**src/hdl/keyword_token_lexer_unit_macros.svh**
```systemverilog
`ifndef KEYWORD_TOKEN_LEXER_UNIT_MACROS_SVH
`define KEYWORD_TOKEN_LEXER_UNIT_MACROS_SVH
// ---------------------------------------------------------------------------
// Assertion macros for the keyword token lexer
// Same-cycle and next-cycle implication checks, disabled while in reset.
// ---------------------------------------------------------------------------

// consequent must hold in the cycle of the antecedent
`define KLX_ASSERT_SAME(lbl, clk, rst_n, ante, cons) \
    lbl: assert property (@(posedge clk) disable iff (!rst_n) (ante) |-> (cons)) \
        else $error("klx same-cycle check failed");

// consequent must hold in the cycle after the antecedent
`define KLX_ASSERT_NEXT(lbl, clk, rst_n, ante, cons) \
    lbl: assert property (@(posedge clk) disable iff (!rst_n) (ante) |=> (cons)) \
        else $error("klx next-cycle check failed");

`endif

```
**src/hdl/klx_pkg.sv**
```systemverilog
// ---------------------------------------------------------------------------
// klx_pkg
// Shared types, constants and the keyword table of the keyword token lexer.
// ---------------------------------------------------------------------------
package klx_pkg;

    localparam int KLX_MAX_TOKEN_LENGTH = 255;
    localparam int KLX_TEXT_BYTES       = 65536;
    localparam int KLX_QUEUE_DEPTH      = 4;
    localparam int KLX_KEYWORDS         = 14;

    typedef enum logic [2:0] {
        SCAN_IDLE    = 3'd0,
        SCAN_IDENT   = 3'd1,
        SCAN_NUMBER  = 3'd2,
        SCAN_NUMWORD = 3'd3,
        SCAN_BANG    = 3'd4,
        SCAN_SLASH   = 3'd5,
        SCAN_COMMENT = 3'd6
    } t_scan_mode;

    typedef enum logic [4:0] {
        KIND_END    = 5'd0,
        KIND_EOL    = 5'd1,
        KIND_PERIOD = 5'd2,
        KIND_GT     = 5'd3,
        KIND_LT     = 5'd4,
        KIND_EQ     = 5'd5,
        KIND_NEQ    = 5'd6,
        KIND_NOT    = 5'd7,
        KIND_NUMBER = 5'd8,
        KIND_IDENT  = 5'd9,
        KIND_PSH    = 5'd10,
        KIND_POP    = 5'd11,
        KIND_JMP    = 5'd12,
        KIND_LOG    = 5'd13,
        KIND_ADD    = 5'd14,
        KIND_SUB    = 5'd15,
        KIND_MUL    = 5'd16,
        KIND_DIV    = 5'd17,
        KIND_AND    = 5'd18,
        KIND_OR     = 5'd19,
        KIND_NOR    = 5'd20,
        KIND_NAND   = 5'd21,
        KIND_XOR    = 5'd22
    } t_token_kind;

    typedef struct packed {
        t_token_kind kind;
        logic [15:0] offset;
        logic [7:0]  length;
        logic [31:0] value;
        logic        last;
    } t_token;

    // up to two tokens handed from the scanner to the queue in one cycle
    typedef struct packed {
        logic [1:0] count;
        t_token     first;
        t_token     second;
    } t_push;

    typedef struct packed {
        logic not_empty;
        logic room_two;
    } t_queue_status;

    typedef struct packed {
        logic [31:0] chars;
        logic [2:0]  len;
        t_token_kind kind;
    } t_kw_entry;

    // identifier bytes packed with the first byte highest
    localparam t_kw_entry KLX_KW_TABLE [KLX_KEYWORDS] = '{
        '{{8'h00, "psh"}, 3'd3, KIND_PSH},
        '{{8'h00, "pop"}, 3'd3, KIND_POP},
        '{{8'h00, "jmp"}, 3'd3, KIND_JMP},
        '{{8'h00, "log"}, 3'd3, KIND_LOG},
        '{{8'h00, "add"}, 3'd3, KIND_ADD},
        '{{8'h00, "sub"}, 3'd3, KIND_SUB},
        '{{8'h00, "mul"}, 3'd3, KIND_MUL},
        '{{8'h00, "div"}, 3'd3, KIND_DIV},
        '{{8'h00, "and"}, 3'd3, KIND_AND},
        '{{16'h0000, "or"}, 3'd2, KIND_OR},
        '{{8'h00, "nor"}, 3'd3, KIND_NOR},
        '{"nand", 3'd4, KIND_NAND},
        '{{8'h00, "not"}, 3'd3, KIND_NOT},
        '{{8'h00, "xor"}, 3'd3, KIND_XOR}
    };

    // length code 0 means "longer than four", which matches nothing
    function automatic t_token_kind klx_keyword_kind(input logic [31:0] chars,
                                                     input logic [2:0]  len);
        t_token_kind kind;
        kind = KIND_IDENT;
        for (int i = 0; i < KLX_KEYWORDS; i++) begin
            if (KLX_KW_TABLE[i].chars == chars && KLX_KW_TABLE[i].len == len) begin
                kind = KLX_KW_TABLE[i].kind;
            end
        end
        return kind;
    endfunction

endpackage

```
**src/hdl/klx_stream_if.sv**
```systemverilog
// ---------------------------------------------------------------------------
// klx stream interfaces
// Valid/ready channels for source bytes and for tokens.
// ---------------------------------------------------------------------------
interface klx_byte_if;
    logic       valid;
    logic       ready;
    logic [7:0] text_byte;

    modport source (output valid, output text_byte, input ready);
    modport sink   (input valid, input text_byte, output ready);
endinterface

interface klx_token_if;
    logic        valid;
    logic        ready;
    logic [4:0]  token_kind;
    logic [15:0] token_offset;
    logic [7:0]  token_length;
    logic [31:0] number_value;
    logic        last_of_run;

    modport source (output valid, output token_kind, output token_offset,
                    output token_length, output number_value, output last_of_run,
                    input ready);
    modport sink   (input valid, input token_kind, input token_offset,
                    input token_length, input number_value, input last_of_run,
                    output ready);
endinterface

```
**src/hdl/klx_front.sv**
```systemverilog
// ---------------------------------------------------------------------------
// klx_front
// Byte scanner: classifies each byte, tracks the pending token and hands
// zero, one or two finished tokens to the queue per accepted byte.
// ---------------------------------------------------------------------------
module klx_front #(
    parameter int MAX_TOKEN_LENGTH = klx_pkg::KLX_MAX_TOKEN_LENGTH,
    parameter int TEXT_BYTES       = klx_pkg::KLX_TEXT_BYTES
) (
    input  logic                   i_clk,
    input  logic                   i_rst_n,
    klx_byte_if.sink               i_byte,
    input  klx_pkg::t_queue_status i_qstat,
    output klx_pkg::t_push         o_push
);

    localparam int LEN_W = $clog2(MAX_TOKEN_LENGTH + 1);
    localparam int POS_W = $clog2(TEXT_BYTES);

    localparam logic [7:0] CH_NUL    = 8'h00;
    localparam logic [7:0] CH_TAB    = 8'h09;
    localparam logic [7:0] CH_LF     = 8'h0A;
    localparam logic [7:0] CH_CR     = 8'h0D;
    localparam logic [7:0] CH_SPACE  = 8'h20;
    localparam logic [7:0] CH_BANG   = 8'h21;
    localparam logic [7:0] CH_STAR   = 8'h2A;
    localparam logic [7:0] CH_PERIOD = 8'h2E;
    localparam logic [7:0] CH_SLASH  = 8'h2F;
    localparam logic [7:0] CH_ZERO   = 8'h30;
    localparam logic [7:0] CH_SEMI   = 8'h3B;
    localparam logic [7:0] CH_LT     = 8'h3C;
    localparam logic [7:0] CH_EQ     = 8'h3D;
    localparam logic [7:0] CH_GT     = 8'h3E;
    localparam logic [7:0] CH_AT     = 8'h40;
    localparam logic [7:0] CH_UNDER  = 8'h5F;

    klx_pkg::t_scan_mode r_mode, n_mode;
    logic [31:0]         r_kw, n_kw;
    logic [POS_W-1:0]    r_start, n_start;
    logic [LEN_W-1:0]    r_len, n_len;
    logic [31:0]         r_acc, n_acc;
    logic [POS_W-1:0]    r_pos, n_pos;
    logic                r_star, n_star;

    logic [7:0]  w_c;
    logic        w_accept;
    logic        w_letter, w_digit, w_word_ch;
    logic [3:0]  w_digit_val;
    logic [35:0] w_acc_wide;
    logic [31:0] w_acc_sat;
    logic [LEN_W-1:0] w_len_grow;
    logic [15:0] w_len_wide;
    logic [7:0]  w_len_sat;
    logic [2:0]  w_len_code;
    klx_pkg::t_token_kind w_kw_kind;

    logic                 w_fresh;
    logic                 w_close_vld;
    klx_pkg::t_token_kind w_close_kind;
    logic [7:0]           w_close_len;
    logic [31:0]          w_close_val;
    logic                 w_new_vld;
    klx_pkg::t_token_kind w_new_kind;
    logic [7:0]           w_new_len;
    klx_pkg::t_token      w_close_tok, w_new_tok;

    assign w_c      = i_byte.text_byte;
    assign w_accept = i_byte.valid && i_byte.ready;
    assign i_byte.ready = i_qstat.room_two;

    assign w_letter  = (w_c >= "a" && w_c <= "z") || (w_c >= "A" && w_c <= "Z");
    assign w_digit   = (w_c >= "0" && w_c <= "9");
    assign w_word_ch = w_letter || w_digit || (w_c == CH_UNDER);

    // decimal accumulate as acc*8 + acc*2 + digit, saturating at 32 bits
    assign w_digit_val = 4'(w_c - CH_ZERO);
    assign w_acc_wide  = ({4'b0000, r_acc} << 3) + ({4'b0000, r_acc} << 1) + 36'(w_digit_val);
    assign w_acc_sat   = (|w_acc_wide[35:32]) ? 32'hFFFF_FFFF : w_acc_wide[31:0];

    assign w_len_grow = (r_len < LEN_W'(MAX_TOKEN_LENGTH)) ? r_len + LEN_W'(1) : r_len;
    assign w_len_wide = 16'(r_len);
    assign w_len_sat  = (w_len_wide > 16'd255) ? 8'hFF : w_len_wide[7:0];
    assign w_len_code = (r_len <= LEN_W'(4)) ? 3'(r_len) : 3'd0;
    assign w_kw_kind  = klx_pkg::klx_keyword_kind(r_kw, w_len_code);

    // token outputs of the scanner
    always_comb begin
        w_fresh      = 1'b1;
        w_close_vld  = 1'b0;
        w_close_kind = klx_pkg::KIND_END;
        w_close_len  = 8'd0;
        w_close_val  = 32'd0;
        unique case (r_mode)
            klx_pkg::SCAN_IDENT: begin
                if (w_word_ch) begin
                    w_fresh = 1'b0;
                end else begin
                    w_close_vld  = 1'b1;
                    w_close_kind = w_kw_kind;
                    w_close_len  = w_len_sat;
                end
            end
            klx_pkg::SCAN_NUMBER: begin
                if (w_digit || w_letter) begin
                    w_fresh = 1'b0;
                end else begin
                    w_close_vld  = 1'b1;
                    w_close_kind = klx_pkg::KIND_NUMBER;
                    w_close_len  = w_len_sat;
                    w_close_val  = r_acc;
                end
            end
            klx_pkg::SCAN_NUMWORD: begin
                if (w_digit || w_letter) begin
                    w_fresh = 1'b0;
                end else begin
                    w_close_vld  = 1'b1;
                    w_close_kind = klx_pkg::KIND_IDENT;
                    w_close_len  = w_len_sat;
                end
            end
            klx_pkg::SCAN_BANG: begin
                w_close_vld = 1'b1;
                if (w_c == CH_EQ) begin
                    w_fresh      = 1'b0;
                    w_close_kind = klx_pkg::KIND_NEQ;
                    w_close_len  = 8'd2;
                end else begin
                    w_close_kind = klx_pkg::KIND_NOT;
                    w_close_len  = 8'd1;
                end
            end
            klx_pkg::SCAN_SLASH: begin
                if (w_c == CH_STAR) begin
                    w_fresh = 1'b0;
                end else begin
                    w_close_vld  = 1'b1;
                    w_close_kind = klx_pkg::KIND_END;
                    w_close_len  = 8'd1;
                end
            end
            klx_pkg::SCAN_COMMENT: begin
                if (w_c != CH_NUL) begin
                    w_fresh = 1'b0;
                end
            end
            klx_pkg::SCAN_IDLE: begin
            end
            default: begin
            end
        endcase

        w_new_vld  = 1'b0;
        w_new_kind = klx_pkg::KIND_END;
        w_new_len  = 8'd1;
        if (w_fresh) begin
            if (w_c == CH_NUL) begin
                w_new_vld = 1'b1;
                w_new_len = 8'd0;
            end else if (!(w_word_ch || w_c == CH_AT)) begin
                case (w_c) inside
                    CH_SPACE, CH_TAB, CH_CR, CH_SLASH, CH_BANG: begin
                        // skipped or held pending
                    end
                    CH_LF, CH_SEMI: begin
                        w_new_vld  = 1'b1;
                        w_new_kind = klx_pkg::KIND_EOL;
                    end
                    CH_PERIOD: begin
                        w_new_vld  = 1'b1;
                        w_new_kind = klx_pkg::KIND_PERIOD;
                    end
                    CH_GT: begin
                        w_new_vld  = 1'b1;
                        w_new_kind = klx_pkg::KIND_GT;
                    end
                    CH_LT: begin
                        w_new_vld  = 1'b1;
                        w_new_kind = klx_pkg::KIND_LT;
                    end
                    CH_EQ: begin
                        w_new_vld  = 1'b1;
                        w_new_kind = klx_pkg::KIND_EQ;
                    end
                    default: begin
                        w_new_vld = 1'b1;
                    end
                endcase
            end
        end
    end

    always_comb begin
        w_close_tok.kind   = w_close_kind;
        w_close_tok.offset = 16'(r_start);
        w_close_tok.length = w_close_len;
        w_close_tok.value  = w_close_val;
        w_close_tok.last   = !w_new_vld;
        w_new_tok.kind     = w_new_kind;
        w_new_tok.offset   = 16'(r_pos);
        w_new_tok.length   = w_new_len;
        w_new_tok.value    = 32'd0;
        w_new_tok.last     = 1'b1;

        o_push.first  = w_close_vld ? w_close_tok : w_new_tok;
        o_push.second = w_new_tok;
        o_push.count  = w_accept ? (2'(w_close_vld) + 2'(w_new_vld)) : 2'd0;
    end

    // next scanner state
    always_comb begin
        n_mode  = r_mode;
        n_kw    = r_kw;
        n_start = r_start;
        n_len   = r_len;
        n_acc   = r_acc;
        n_star  = r_star;
        unique case (r_mode)
            klx_pkg::SCAN_IDENT: begin
                if (w_word_ch) begin
                    if (r_len < LEN_W'(4)) begin
                        n_kw = {r_kw[23:0], w_c};
                    end
                    n_len = w_len_grow;
                end
            end
            klx_pkg::SCAN_NUMBER: begin
                if (w_digit) begin
                    n_acc = w_acc_sat;
                    n_len = w_len_grow;
                end else if (w_letter) begin
                    n_mode = klx_pkg::SCAN_NUMWORD;
                    n_len  = w_len_grow;
                end
            end
            klx_pkg::SCAN_NUMWORD: begin
                if (w_digit || w_letter) begin
                    n_len = w_len_grow;
                end
            end
            klx_pkg::SCAN_BANG: begin
                if (w_c == CH_EQ) begin
                    n_mode = klx_pkg::SCAN_IDLE;
                end
            end
            klx_pkg::SCAN_SLASH: begin
                if (w_c == CH_STAR) begin
                    n_mode = klx_pkg::SCAN_COMMENT;
                    n_star = 1'b0;
                end
            end
            klx_pkg::SCAN_COMMENT: begin
                if (w_c != CH_NUL) begin
                    if (r_star && w_c == CH_SLASH) begin
                        n_mode = klx_pkg::SCAN_IDLE;
                    end
                    n_star = (w_c == CH_STAR);
                end
            end
            klx_pkg::SCAN_IDLE: begin
            end
            default: begin
                n_mode = klx_pkg::SCAN_IDLE;
            end
        endcase

        if (w_fresh) begin
            n_mode = klx_pkg::SCAN_IDLE;
            n_star = 1'b0;
            if (w_c == CH_SLASH) begin
                n_mode  = klx_pkg::SCAN_SLASH;
                n_start = r_pos;
            end else if (w_letter || w_c == CH_UNDER || w_c == CH_AT) begin
                n_mode  = klx_pkg::SCAN_IDENT;
                n_start = r_pos;
                n_len   = LEN_W'(1);
                n_kw    = {24'd0, w_c};
            end else if (w_digit) begin
                n_mode  = klx_pkg::SCAN_NUMBER;
                n_start = r_pos;
                n_len   = LEN_W'(1);
                n_acc   = {28'd0, w_digit_val};
            end else if (w_c == CH_BANG) begin
                n_mode  = klx_pkg::SCAN_BANG;
                n_start = r_pos;
            end
        end

        // end of text, or the last position of the text space, restarts the position count
        if (w_c == CH_NUL) begin
            n_pos = '0;
        end else if (r_pos == POS_W'(TEXT_BYTES - 1)) begin
            n_pos = '0;
        end else begin
            n_pos = r_pos + POS_W'(1);
        end
    end

    always_ff @(posedge i_clk) begin
        if (!i_rst_n) begin
            r_mode  <= klx_pkg::SCAN_IDLE;
            r_kw    <= 32'd0;
            r_start <= '0;
            r_len   <= '0;
            r_acc   <= 32'd0;
            r_pos   <= '0;
            r_star  <= 1'b0;
        end else if (w_accept) begin
            r_mode  <= n_mode;
            r_kw    <= n_kw;
            r_start <= n_start;
            r_len   <= n_len;
            r_acc   <= n_acc;
            r_pos   <= n_pos;
            r_star  <= n_star;
        end
    end

endmodule

```
**src/hdl/klx_queue.sv**
```systemverilog
// ---------------------------------------------------------------------------
// klx_queue
// Short token queue: takes up to two tokens per cycle, gives one per cycle on each pop.
// ---------------------------------------------------------------------------
module klx_queue (
    input  logic                   i_clk,
    input  logic                   i_rst_n,
    input  klx_pkg::t_push         i_push,
    input  logic                   i_pop,
    output klx_pkg::t_token        o_head,
    output klx_pkg::t_queue_status o_qstat
);

    localparam int DEPTH = klx_pkg::KLX_QUEUE_DEPTH;
    localparam int PTR_W = $clog2(DEPTH);
    localparam int CNT_W = $clog2(DEPTH + 1);

    klx_pkg::t_token  r_slot [DEPTH];
    logic [PTR_W-1:0] r_wr, n_wr;
    logic [PTR_W-1:0] r_rd, n_rd;
    logic [CNT_W-1:0] r_count, n_count;
    logic [PTR_W-1:0] w_wr_next;

    assign w_wr_next = r_wr + PTR_W'(1);
    assign o_head    = r_slot[r_rd];

    assign o_qstat.not_empty = (r_count != '0);
    assign o_qstat.room_two  = (r_count <= CNT_W'(DEPTH - 2));

    always_comb begin
        n_wr    = r_wr + PTR_W'(i_push.count);
        n_rd    = i_pop ? r_rd + PTR_W'(1) : r_rd;
        n_count = r_count + CNT_W'(i_push.count) - CNT_W'(i_pop);
    end

    always_ff @(posedge i_clk) begin
        if (i_push.count != 2'd0) begin
            r_slot[r_wr] <= i_push.first;
        end
        if (i_push.count == 2'd2) begin
            r_slot[w_wr_next] <= i_push.second;
        end
    end

    always_ff @(posedge i_clk) begin
        if (!i_rst_n) begin
            r_wr    <= '0;
            r_rd    <= '0;
            r_count <= '0;
        end else begin
            r_wr    <= n_wr;
            r_rd    <= n_rd;
            r_count <= n_count;
        end
    end

endmodule

```
**src/hdl/klx_back.sv**
```systemverilog
// ---------------------------------------------------------------------------
// klx_back
// Output stage: moves the queue head into the token register and holds it
// until the receiver takes the word.
// ---------------------------------------------------------------------------
module klx_back (
    input  logic                   i_clk,
    input  logic                   i_rst_n,
    input  klx_pkg::t_token        i_head,
    input  klx_pkg::t_queue_status i_qstat,
    output logic                   o_pop,
    klx_token_if.source            o_token
);

    logic            r_vld;
    klx_pkg::t_token r_tok;

    // refill whenever the register is empty or its word leaves this cycle
    assign o_pop = i_qstat.not_empty && (!r_vld || o_token.ready);

    always_ff @(posedge i_clk) begin
        if (!i_rst_n) begin
            r_vld <= 1'b0;
        end else if (o_pop) begin
            r_vld <= 1'b1;
        end else if (o_token.ready) begin
            r_vld <= 1'b0;
        end
    end

    always_ff @(posedge i_clk) begin
        if (o_pop) begin
            r_tok <= i_head;
        end
    end

    assign o_token.valid        = r_vld;
    assign o_token.token_kind   = r_tok.kind;
    assign o_token.token_offset = r_tok.offset;
    assign o_token.token_length = r_tok.length;
    assign o_token.number_value = r_tok.value;
    assign o_token.last_of_run  = r_tok.last;

endmodule

```
**src/hdl/keyword_token_lexer_unit.sv**
```systemverilog
// Keyword token lexer.
// i_byte carries source text one byte per word; a zero byte ends the text,
// closes any pending token, emits an end token and restarts the offset at 0.
// o_token carries one token per word: kind, byte offset, length, decimal value
// for numbers and a flag on the last token caused by a byte.
// A byte is taken whenever the token queue has room for two entries, so the
// block takes one byte per cycle while the receiver takes a token every cycle
// and no two two-token bytes come without a zero-token byte between them.
// A byte yields zero, one or two tokens; its first token is written to the queue,
// then moves to the output register on o_token; tokens leave one per cycle when taken.
// The four-entry queue between the scanner and the output register absorbs
// the two-token bytes; the scanner state registers feed back through the next-state logic.
// When the receiver stalls, the output register holds its word, the queue
// fills, and i_byte.ready drops once fewer than two entries are free.
// Reset clears the scanner to idle at offset 0 and empties queue and output.
// ---------------------------------------------------------------------------
// keyword_token_lexer_unit
// Top level: byte scanner, token queue and output register.
// ---------------------------------------------------------------------------
`include "keyword_token_lexer_unit_macros.svh"

module keyword_token_lexer_unit #(
    parameter int MAX_TOKEN_LENGTH = klx_pkg::KLX_MAX_TOKEN_LENGTH,
    parameter int TEXT_BYTES       = klx_pkg::KLX_TEXT_BYTES
) (
    input  logic         i_clk,
    input  logic         i_rst_n,
    klx_byte_if.sink     i_byte,
    klx_token_if.source  o_token
);

    klx_pkg::t_push         w_push;
    klx_pkg::t_queue_status w_qstat;
    klx_pkg::t_token        w_head;
    logic                   w_pop;

    klx_front #(
        .MAX_TOKEN_LENGTH (MAX_TOKEN_LENGTH),
        .TEXT_BYTES       (TEXT_BYTES)
    ) u_front (
        .i_clk   (i_clk),
        .i_rst_n (i_rst_n),
        .i_byte  (i_byte),
        .i_qstat (w_qstat),
        .o_push  (w_push)
    );

    klx_queue u_queue (
        .i_clk   (i_clk),
        .i_rst_n (i_rst_n),
        .i_push  (w_push),
        .i_pop   (w_pop),
        .o_head  (w_head),
        .o_qstat (w_qstat)
    );

    klx_back u_back (
        .i_clk   (i_clk),
        .i_rst_n (i_rst_n),
        .i_head  (w_head),
        .i_qstat (w_qstat),
        .o_pop   (w_pop),
        .o_token (o_token)
    );

    `KLX_ASSERT_SAME(a_accept_has_room, i_clk, i_rst_n, i_byte.valid && i_byte.ready, w_qstat.room_two)
    `KLX_ASSERT_NEXT(a_refill_output, i_clk, i_rst_n, w_qstat.not_empty && !o_token.valid, o_token.valid)
    `KLX_ASSERT_SAME(a_end_token_last, i_clk, i_rst_n, o_token.valid && o_token.token_kind == klx_pkg::KIND_END && o_token.token_length == 8'd0, o_token.last_of_run)
    `KLX_ASSERT_SAME(a_value_only_number, i_clk, i_rst_n, o_token.valid && o_token.number_value != 32'd0, o_token.token_kind == klx_pkg::KIND_NUMBER)

endmodule

```
**src/flat_wrapper.sv**
```systemverilog
// flat-port wrapper written by rule: the top's interface ports become plain ports
module keyword_token_lexer_unit_flat 
#(
    parameter int MAX_TOKEN_LENGTH = klx_pkg::KLX_MAX_TOKEN_LENGTH,
    parameter int TEXT_BYTES       = klx_pkg::KLX_TEXT_BYTES
)
  (i_clk, i_rst_n, i_byte_valid, i_byte_text_byte, i_byte_ready, o_token_valid, o_token_token_kind, o_token_token_offset, o_token_token_length, o_token_number_value, o_token_last_of_run, o_token_ready);
  klx_byte_if i_byte_i ();
  klx_token_if o_token_i ();
  input  logic i_clk;
  input  logic i_rst_n;
  input wire logic [$bits(i_byte_i.valid)-1:0] i_byte_valid;
  input wire logic [$bits(i_byte_i.text_byte)-1:0] i_byte_text_byte;
  output wire logic [$bits(i_byte_i.ready)-1:0] i_byte_ready;
  output wire logic [$bits(o_token_i.valid)-1:0] o_token_valid;
  output wire logic [$bits(o_token_i.token_kind)-1:0] o_token_token_kind;
  output wire logic [$bits(o_token_i.token_offset)-1:0] o_token_token_offset;
  output wire logic [$bits(o_token_i.token_length)-1:0] o_token_token_length;
  output wire logic [$bits(o_token_i.number_value)-1:0] o_token_number_value;
  output wire logic [$bits(o_token_i.last_of_run)-1:0] o_token_last_of_run;
  input wire logic [$bits(o_token_i.ready)-1:0] o_token_ready;
  assign i_byte_i.valid = i_byte_valid;
  assign i_byte_i.text_byte = i_byte_text_byte;
  assign i_byte_ready = i_byte_i.ready;
  assign o_token_valid = o_token_i.valid;
  assign o_token_token_kind = o_token_i.token_kind;
  assign o_token_token_offset = o_token_i.token_offset;
  assign o_token_token_length = o_token_i.token_length;
  assign o_token_number_value = o_token_i.number_value;
  assign o_token_last_of_run = o_token_i.last_of_run;
  assign o_token_i.ready = o_token_ready;
  keyword_token_lexer_unit #(.MAX_TOKEN_LENGTH(MAX_TOKEN_LENGTH), .TEXT_BYTES(TEXT_BYTES)) u_core (.i_clk(i_clk), .i_rst_n(i_rst_n), .i_byte(i_byte_i), .o_token(o_token_i));
endmodule
```
**config.mk**
```make
export PLATFORM = sky130hd
export DESIGN_NAME = keyword_token_lexer_unit_flat
export DESIGN_NICKNAME = d
export VERILOG_FILES = /design/src/hdl/klx_pkg.sv /design/src/hdl/klx_stream_if.sv /design/src/hdl/klx_front.sv /design/src/hdl/klx_queue.sv /design/src/hdl/klx_back.sv /design/src/hdl/keyword_token_lexer_unit.sv /design/src/flat_wrapper.sv
export VERILOG_INCLUDE_DIRS = /design/src /design/src/hdl
export SDC_FILE = /design/constraint.sdc
export NUM_CORES = 1
export LEC_CHECK = 0
export BUFFER_PORTS_ARGS = -buffer_cell sky130_fd_sc_hd__buf_2
export CORE_ASPECT_RATIO = 1.2
export CORE_MARGIN = 2
export CORE_UTILIZATION = 63
export CTS_CLUSTER_SIZE = 16
export DETAILED_ROUTE_END_ITERATION = 8
export GPL_ROUTABILITY_DRIVEN = 0
export PLACE_DENSITY_LB_ADDON = 0.12
export SYNTH_ARGS = -nofsm -noshare
export SYNTH_HDL_FRONTEND = slang
export SYNTH_HIERARCHICAL = 1
export SYNTH_SLANG_ARGS = --single-unit
```
**constraint.sdc**
```tcl
create_clock -name i_clk -period 11.57 [get_ports i_clk]
set_input_delay 2.314 -clock i_clk [delete_from_list [all_inputs] [get_ports i_clk]]
set_output_delay 2.314 -clock i_clk [all_outputs]
set_load 0.03 [all_outputs]
```
==> results of run 1 <==
through the flow:
| step | std cells | total power (µW) | setup slack (ps) | cell area (µm²) | util |
|---|---|---|---|---|---|
| final | 2371 | 4696 | 4211 | 25230 | 0.6892 |
| after global placement | 2292 | 3272 | 3881 | 23770 | 0.6491 |
| after CTS | 2371 | 4741 | 4326 | 25230 | 0.6892 |
| after floorplan | 1869 | 2988 | 1622 | 23420 | - |
| after detailed placement | 2292 | 3301 | 3746 | 23770 | 0.6491 |
| after global routing | 2371 | 4886 | 4042 | 25230 | 0.6892 |
path summary, 6_finish.rpt:
kind / start / end / slack, ps
setup / recovery: i_byte_text_byte[2] / u_core/u_queue/r_slot[3][20]$_DFFE_PP_ / 4210
hold / removal: u_core/u_front/r_kw[7]$_SDFFE_PN0P_ / u_core/u_front/r_kw[7]$_SDFFE_PN0P_ / 500
setup reg to reg: u_core/u_front/r_mode[2]$_SDFFE_PN0P_ / u_core/u_queue/r_slot[3][20]$_DFFE_PP_ / 5700
hold reg to reg: u_core/u_front/r_kw[7]$_SDFFE_PN0P_ / u_core/u_front/r_kw[7]$_SDFFE_PN0P_ / 500
power by group through the flow:
stage,Combinational (µW),Sequential (µW),Clock (µW)
3_3_place_gp,1140,2130,0
2_1_floorplan,634,2350,0
6_report,1150,2100,1440
5_1_grt,1230,2130,1520
4_1_cts,1170,2110,1470
3_5_place_dp,1160,2140,0
cells in the final DEF (no fill, tap or decap), drive strengths merged, types with 12 or more instances in the layout:
master	count
nand2	87
dfxtp	118
a22oi	25
nor2	97
a31oi	13
mux4	62
edfxtp	310
inv	33
nor2b	67
and2	43
nor4	12
o21ai	72
nor3	46
clkbuf	58
nand4	15
mux2i	26
buf	97
a21oi	71
conb	42
clkinv	12
ha	71
nand3	33
xnor2	21
mux2	262
a211oi	17
xor2	23
state kept, by name (all words and copies together), names as in the netlist, 8 cells and up, named ones only:
name,count
u_core/u_front/r_acc,32
u_core/u_front/r_pos,16
u_core/u_front/r_kw,32
u_core/u_front/r_len,8
u_core/u_front/r_start,16
u_core/u_back/o_token.token_length,8
u_core/u_back/o_token.token_offset,16
u_core/u_back/o_token.number_value,32
u_core/u_queue/r_slot,248
area by class of cell:
| class | instances | share of cell area |
|---|---|---|
| Clock buffer | 58 | 0.04691 |
| Clock inverter | 21 | 0.01121 |
| Inverter | 32 | 0.004760 |
| Multi-Input combinational cell | 1261 | 0.4294 |
| Sequential cell | 428 | 0.4628 |
| Tap cell | 474 | 0.02350 |
| Timing Repair Buffer | 97 | 0.02142 |
critical path, cell delays in order:
cell and delay (ps):
buf_2 190, or4_4 570, o22ai_2 190, o21ai_2 140, nor3_1 710, or3_1 210, buf_4 310, ha_1 200
inv_1 70, nor2_1 430, nor4bb_4 1010, buf_4 820, mux2_2 420
logic make-up (layout without fill, tap and decap cells):
family          Yosys count  after routing  share of synthesized area
mux                     350            350                     0.2076
fa+ha+maj                74             74                    0.04075
xor+xnor                 46             46                    0.01849
buf+inv                 180            208                    0.04253
compound gates          277            277                    0.07877
flops                   428            428                     0.5015
other cells               2             42                  0.0003227
simple gates            472            472                     0.1100
per-layer routing:
layer	wire, µm	part of all wire	up-vias
met5	13	0.00026	-
met1	21980	0.44	7375
met2	24960	0.49	388
met4	910	0.018	2
li1	-	-	6954
met3	2569	0.051	73
==> results.yml, run 1 <==
run_status:
  status: "finished, final reports clean"
clocking:
  clk_latency_ps: 560
  cts_resized: 0
  clock_tree.buffer_depth: 3
  cts_tree: "done"
  clock-sinks: 428
  path_clk_slew_ps: 60
  h-tree-depth: 2
  postCtsSetupBuffers: 0
  clockRootBuffer: "clkbuf_16"
  cts_inserted_buffers: 43
  hold_buffers: 0
yosys:
  yosysSeqAreaShare: 0.5015
  synth.avg_cell_area_um2: 12.72
  synth-seq-cells: 428
  ys_top_cells_by_area: "edfxtp_1, dfxtp_1, mux2_2"
  yosysWarnings: 6
  yosysUniqueCellTypes: 94
  netlist_area_mm2: 0.02327
  yosysMostFrequentCell: "edfxtp_1"
  ys_top_cells_by_count: "edfxtp_1, mux2_2, dfxtp_1, nor2_1, nand2_1"
  synthFlopType: "edfxtp_1"
  netlist_instances: 1829
  synth-edff-count: 310
  async_flop_share: 0
  synth_top_area_cell: "edfxtp_1"
  yosys.area.top_type_share: 0.4000
global_routing:
  grt_util_met3: 0.03668
  overflow: 0
  grt_use_met1: 0.3545
  grt_max_degree: 71
  grt_use_total: 0.2607
  gr-usage-met2: 0.4458
  grt_pass1_vias: 14680
  grt_most_used_layer: "met2"
  antenna_found_initial: 1
  grt_pass1_wl_um: 80450
sta:
  tightest_slew_ps: 1274
  hold_slack_ps: 496.8
  setup-violations-final: 0
  hold_viol: 0
  relSlewSlack: 0.1402
  fin_crit_ps: 7359
  finalMaxSlewViolations: 0
  tns_ps: 0
  fin_worst_skew_ps: 18.82
  clock.fmax_mhz: 135.9
  rsz0062_at_grt: "no"
  period_share: 0.6360
die:
  die_area_mm2: 0.03850
  rows: 77
  ioPinCount: 76
  die_width_um: 179.5
  die_h_um: 214.5
  initial_core_util: 0.6357
  core_area_mm2: 0.03661
pwr:
  netSwitchingPower_uw: 1427
  p_leak_uw: 0.009535
  vdd_drop_max_uv: 195.4
  p_per_area_mw_per_mm2: 186.1
  p_int_uw: 3268
  sequentialPowerShare: 0.448
  pwr-share-clk: 0.306
  p_comb_frac: 0.246
  swShare: 0.3040
worst_hold_path:
  hold_path.class: "flop to flop"
  hold_depth: 1
place:
  port_buffers: 75
  dpl.hpwl_um: 32290
worst_setup_path:
  crit_fanout: 49
  worstSetupEndpointType: "flop"
  crit_type: "input port to flop"
  crit_required_ps: 11860
  cp-start-kind: "input port"
  arrival_ps: 7650
  reg2regPathDepth: 13
route:
  postRouteAntennaNets: 0
  drt_iter0_drc: 1324
  drtPass1Iterations: 5
  wl_per_cell_um: 21.27
  vias_per_cell: 6.239
  drc: 0
  vias: 14790
  drt-total-wl_um: 50430
cells_and_area:
  register_area_mm2: 0.01168
  num_antenna_cells: 0
  nets: 1949
  multiInputGateArea_mm2: 0.01084
  layout-drive-gt1-share: 0.2768
  n_fill_cell: 2646
  syn_to_final_growth_pct: 8.419
run:
  drv_cap: 0
Note: power is estimated with default switching activity, not from simulation.
==> run 2, diff against run 1 <==
==> constraint.sdc (replaced) <==
create_clock -name i_clk -period 7 [get_ports i_clk]
set_input_delay 1.4 -clock i_clk [delete_from_list [all_inputs] [get_ports i_clk]]
set_output_delay 1.4 -clock i_clk [all_outputs]
set_load 0.03 [all_outputs]
==> results.yml, run 2 (synthesized netlist as in run 1, its figures left out) <==
run_status:
  status: "finished, final reports clean"
route:
  wl_per_cell_um: 21.63
  drc: 0
  drt_iter0_drc: 1249
  drt-total-wl_um: 51400
  postRouteAntennaNets: 0
  drtPass1Iterations: 6
  vias: 15000
  vias_per_cell: 6.311
cells_and_area:
  final_util: 0.6914
  num_antenna_cells: 0
  finalNonFillerCells: 2376
  layout-drive-gt1-share: 0.2808
  layout_common_cells: "edfxtp_1, mux2_2, dfxtp_1"
  nets: 1955
  largest_reg_flops: 248
  design_area_mm2: 0.02531
  largest-register: "u_core/u_queue/r_slot"
  syn_to_final_growth_pct: 8.764
  final_common_cell: "edfxtp_1"
worst_setup_path:
  arrival_ps: 5960
  r2r_slack_ps: 1830
  worstSetupEndpointType: "flop"
  reg2regPathDepth: 13
  slowest_delay_ps: 810
  reg2reg_to: "u_core/u_queue/r_slot[3][18]$_DFFE_PP_"
  cp-start-kind: "input port"
  crit_start: "i_byte_text_byte[3]"
  crit_cells: 15
  crit_type: "input port to flop"
  crit_end: "u_core/u_front/r_acc[5]$_SDFFE_PN0P_"
  path_cells: "buf_2 -> inv_1 -> fa_1 -> inv_1 -> fa_1 -> a211o_1 -> and2_4 -> o2111ai_4 -> a21oi_2 -> a211o_1 -> xor2_1 -> or3_1 -> or3_1 -> o311ai_0 -> nand2_1"
  crit_fanout: 34
  crit_required_ps: 7420
  path_delay_family: "compound AO/OA/AOI/OAI gates"
  cp_num_buf_inv: 3
  reg2reg_from: "u_core/u_front/r_mode[2]$_SDFFE_PN0P_"
  worst_path_max_delay_cell: "or3_1"
die:
  die_width_um: 179.5
  core_area_mm2: 0.03661
  rows: 77
  die_area_mm2: 0.03850
  ioPinCount: 76
  initial_core_util: 0.6357
  die_h_um: 214.5
global_routing:
  grt_pass1_vias: 14710
  antenna_found_initial: 0
  grt_use_total: 0.2628
  grt_max_degree: 67
  grt_util_met3: 0.03074
  gr-usage-met2: 0.4517
  overflow: 0
  grt_use_met1: 0.3590
  grt_most_used_layer: "met2"
  grt_pass1_wl_um: 81100
clocking:
  cts_inserted_buffers: 42
  clk_latency_ps: 540
  cts_tree: "done"
  clock_tree.buffer_depth: 3
  hold_buffers: 0
  postCtsSetupBuffers: 0
  path_clk_slew_ps: 60
  h-tree-depth: 2
  clock-sinks: 428
  clockRootBuffer: "clkbuf_16"
  cts_resized: 0
sta:
  fin_worst_skew_ps: 15.02
  hold_slack_ps: 479.1
  period_share: 0.7911
  fin_crit_ps: 5538
  setup-violations-final: 0
  tightest_slew_ps: 1220
  clock.fmax_mhz: 180.6
  hold_viol: 0
  tns_ps: 0
  relSlewSlack: 0.1869
  rsz0062_at_grt: "no"
  finalMaxSlewViolations: 0
run:
  drv_cap: 0
place:
  dp_cells: 2299
  dpl_cell_area_mm2: 0.02387
  port_buffers: 75
  dpl.hpwl_um: 32760
pwr:
  vdd_drop_max_uv: 257.8
  p_leak_uw: 0.009592
  p_per_area_mw_per_mm2: 306.7
worst_hold_path:
  hold_path.class: "flop to flop"
[run 2: through the flow]
stage               power (µW)  worst slack (ps)
floorplan                 4923             964.2
global placement          5416              1022
detailed placement        5463             964.0
CTS                       7818              1529
global route              8046              1188
finish                    7764              1462
[run 2: how the worst min path moves through the flow]
stage	startpoint	to	slack (ps)	cells past startpoint
floorplan	u_core/u_front/r_acc[18]$_SDFFE_PN0P_	u_core/u_front/r_acc[18]$_SDFFE_PN0P_	450	2
detailed placement	u_core/u_front/r_acc[30]$_SDFFE_PN0P_	u_core/u_front/r_acc[30]$_SDFFE_PN0P_	470	2
global placement	u_core/u_front/r_acc[30]$_SDFFE_PN0P_	u_core/u_front/r_acc[30]$_SDFFE_PN0P_	470	2
global route	u_core/u_front/r_kw[7]$_SDFFE_PN0P_	u_core/u_front/r_kw[7]$_SDFFE_PN0P_	520	1
CTS	u_core/u_front/r_acc[30]$_SDFFE_PN0P_	u_core/u_front/r_acc[30]$_SDFFE_PN0P_	480	2
finish	u_core/u_front/r_acc[30]$_SDFFE_PN0P_	u_core/u_front/r_acc[30]$_SDFFE_PN0P_	480	2
[run 2: power by group]
part	switching (µW)	internal, µW
sequential	187	3290
clock	945	1410
combinational	1230	700
total	2360	5410
[run 2: worst min-delay path, stage by stage, from the launching register on]
cell	delay (ps)
dfxtp_1	340
nand2_1	60
nand2_1	40
[run 2: layout make-up]
cell class / instances / area (µm²)
Sequential cell: 428 / 11680
Multi-Input combinational cell: 1261 / 10840
Tap cell: 474 / 593.1
Timing Repair Buffer: 104 / 643.1
Clock buffer: 56 / 1185
Clock inverter: 21 / 259.0
Fill cell: 2618 / 11300
Inverter: 32 / 120.1
[run 2: layer usage]
layer  share of wire  wire [µm]  vias to the layer above
li1                -          -                     6966
met1            0.43      22210                     7472
met2            0.49      25320                      479
met3           0.056       2878                       78
met4           0.019        991                        0
met5               0          0                        -
==> run 3, diff against run 2 <==
--- a/config.mk
+++ b/config.mk
@@ -6,6 +6,7 @@
 export SDC_FILE = /design/constraint.sdc
 export NUM_CORES = 1
 export LEC_CHECK = 0
+export ABC_AREA = 1
 export BUFFER_PORTS_ARGS = -buffer_cell sky130_fd_sc_hd__buf_2
 export CORE_ASPECT_RATIO = 1.2
 export CORE_MARGIN = 2
==> constraint.sdc (replaced) <==
create_clock -name i_clk -period 5.5 [get_ports i_clk]
set_input_delay 1.1 -clock i_clk [delete_from_list [all_inputs] [get_ports i_clk]]
set_output_delay 1.1 -clock i_clk [all_outputs]
set_load 0.03 [all_outputs]
==> results.yml, run 3 <==
place:
  port_buffers: 75
  dpl.hpwl_um: 38750
die:
  rows: 79
  die_h_um: 221.5
  core_area_mm2: 0.03885
  initial_core_util: 0.6393
  die_width_um: 185.2
  die_area_mm2: 0.04103
  ioPinCount: 76
pwr:
  p_leak_uw: 0.01069
  p_per_area_mw_per_mm2: 416.1
  pwr-share-clk: 0.265
  p_comb_frac: 0.288
  p_int_uw: 7055
  sequentialPowerShare: 0.447
  swShare: 0.3629
  netSwitchingPower_uw: 4019
  total_power_uw: 11070
  vdd_drop_max_uv: 284.0
clocking:
  h-tree-depth: 2
  clk_latency_ps: 550
  clockRootBuffer: "clkbuf_16"
  path_clk_slew_ps: 60
  cts_inserted_buffers: 43
  postCtsSetupBuffers: 0
  clock_tree.buffer_depth: 3
  clock-sinks: 428
  hold_buffers: 0
  cts_resized: 0
  cts_tree: "done"
yosys:
  netlist_area_mm2: 0.02483
  synthFlopType: "edfxtp_1"
  yosys.area.top_type_share: 0.3748
  yosysSeqAreaShare: 0.4700
  async_flop_share: 0
  ys_top_cells_by_area: "edfxtp_1, nand2_1, dfxtp_1"
  synth-edff-count: 310
  netlist_instances: 3125
  ys_top_cells_by_count: "nand2_1, inv_1, edfxtp_1, o21ai_0, a21oi_1"
  synth_top_area_cell: "edfxtp_1"
  synth-seq-cells: 428
  yosysWarnings: 6
  yosysMostFrequentCell: "nand2_1"
  yosysUniqueCellTypes: 53
  synth.avg_cell_area_um2: 7.947
route:
  vias_per_cell: 5.670
  wl_per_cell_um: 16.03
  drc: 0
  drtPass1Iterations: 5
  vias: 20850
  drt-total-wl_um: 58960
  drt_iter0_drc: 2022
  postRouteAntennaNets: 0
cells_and_area:
  final_common_cell: "nand2_1"
  register_area_mm2: 0.01168
  syn_to_final_growth_pct: 7.164
  largest-register: "u_core/u_queue/r_slot"
  n_fill_cell: 3107
  multiInputGateArea_mm2: 0.01045
  largest_reg_flops: 248
  num_antenna_cells: 0
  layout_common_cells: "nand2_1, inv_1, edfxtp_1"
  nets: 3205
  layout-drive-gt1-share: 0.07582
worst_setup_path:
  reg2reg_from: "u_core/u_front/r_mode[0]$_SDFFE_PN0P_"
  arrival_ps: 4910
  cp-start-kind: "input port"
  crit_type: "input port to flop"
  worstSetupEndpointType: "flop"
  crit_required_ps: 5860
  crit_start: "i_byte_text_byte[6]"
  crit_fanout: 65
global_routing:
  grt_pass1_vias: 19270
  grt_most_used_layer: "met2"
  grt_util_met3: 0.03564
  grt_use_met1: 0.3876
  gr-usage-met2: 0.4830
  grt_use_total: 0.2856
  grt_max_degree: 141
  overflow: 0
  grt_pass1_wl_um: 95190
  antenna_found_initial: 1
run_status:
  status: "finished, final reports clean"
worst_hold_path:
  hold_path.class: "flop to flop"
  hp-start: "u_core/u_front/r_kw[7]$_SDFFE_PN0P_"
sta:
  finalMaxSlewViolations: 0
  rsz0062_at_grt: "no"
  tns_ps: 0
  setup-violations-final: 0
  tightest_slew_ps: 1031
  fin_worst_skew_ps: 11.21
  clock.fmax_mhz: 219.6
  period_share: 0.8278
  relSlewSlack: 0.3129
  hold_viol: 0
  fin_crit_ps: 4553
run:
  drv_cap: 0
[run 3: changes by cell type in the layout (fill, tap and decap cells not counted), sizes merged, moves of 26 or more]
cell,delta
a21oi,+136
and2,-41
inv,+436
mux2,-262
mux2i,-26
mux4,-62
nand2,+689
nand3,+71
nand4,+39
nor2,+73
nor2b,-67
o211ai,+81
o21ai,+334
o22ai,+30
[run 3: cell type report]
cell class                 instances  share of cell area
clock buffer                      57             0.04551
clock inverter                    21            0.007569
inverter                         468             0.06601
multi-input combinational       2076              0.3928
sequential                       428              0.4388
tap                              526             0.02473
timing repair buffer             102             0.02454
[run 3: cells by family (layout without fill, tap and decap cells)]
family / after synthesis / count (layout) / share of synthesized area
AO/OA/AOI/OAI: 754 / 754 / 0.1659
XOR/XNOR: 23 / 23 / 0.008112
adder cells (fa/ha/maj): 74 / 74 / 0.03819
buffers and inverters: 661 / 648 / 0.1169
flip-flops: 428 / 428 / 0.4700
other: 2 / 42 / 0.0003024
AND/OR/NAND/NOR: 1183 / 1183 / 0.2006
[run 3: final timing paths]
path	endpoint	slack, ps	cells after the start
worst max-delay path	u_core/u_queue/r_slot[1][19]$_DFFE_PP_	950	21
worst min-delay path	u_core/u_front/r_kw[7]$_SDFFE_PN0P_	440	2
worst max register to register	u_core/u_queue/r_slot[1][19]$_DFFE_PP_	1310	19
worst min register to register	u_core/u_front/r_kw[7]$_SDFFE_PN0P_	440	2
[run 3: per-stage QoR]
stage / setup slack [ps] / area (µm²) / util / instances / hold WS, ps
after floorplan: 271.4 / 24990 / - / 3165 / 416.8
after global routing: 619.7 / 26610 / 0.6851 / 3678 / 472.4
after CTS: 1019 / 26610 / 0.6851 / 3678 / 444.4
after detailed placement: 515.2 / 25200 / 0.6487 / 3600 / 435.0
final: 946.9 / 26610 / 0.6851 / 3678 / 444.1
after global placement: 645.2 / 25200 / 0.6487 / 3600 / 428.6
[run 3: worst max-delay path, cell delays in order]
cell     delay, ps
buf_2          130
nor2_1         140
nand2_1        110
nor2_2         150
nand2_1        120
nand2_2        110
nand2_1        110
nor2_4         130
nand4_4        220
nand2_4        350
inv_2          120
nand4_1        110
inv_1           50
ha_1           270
inv_1           30
nor2_1         320
nor2_4         120
nand2_4        260
buf_4          600
nand2_1        150
o21ai_0        150
[run 3: metal layers]
| layer | part of all wire | wire length (µm) |
|---|---|---|
| met5 | 0.00031 | 18 |
| met1 | 0.42 | 25060 |
| met4 | 0.020 | 1204 |
| met3 | 0.076 | 4454 |
| met2 | 0.48 | 28230 |
[run 3: power groups by stage]
stage	Combinational [µW]	Sequential, µW	Clock, µW
6_report	3190	4950	2930
5_1_grt	3520	5050	3100
4_1_cts	3170	4950	2980
3_5_place_dp	3160	5020	0
3_3_place_gp	3090	4980	0
2_1_floorplan	1940	5340	0
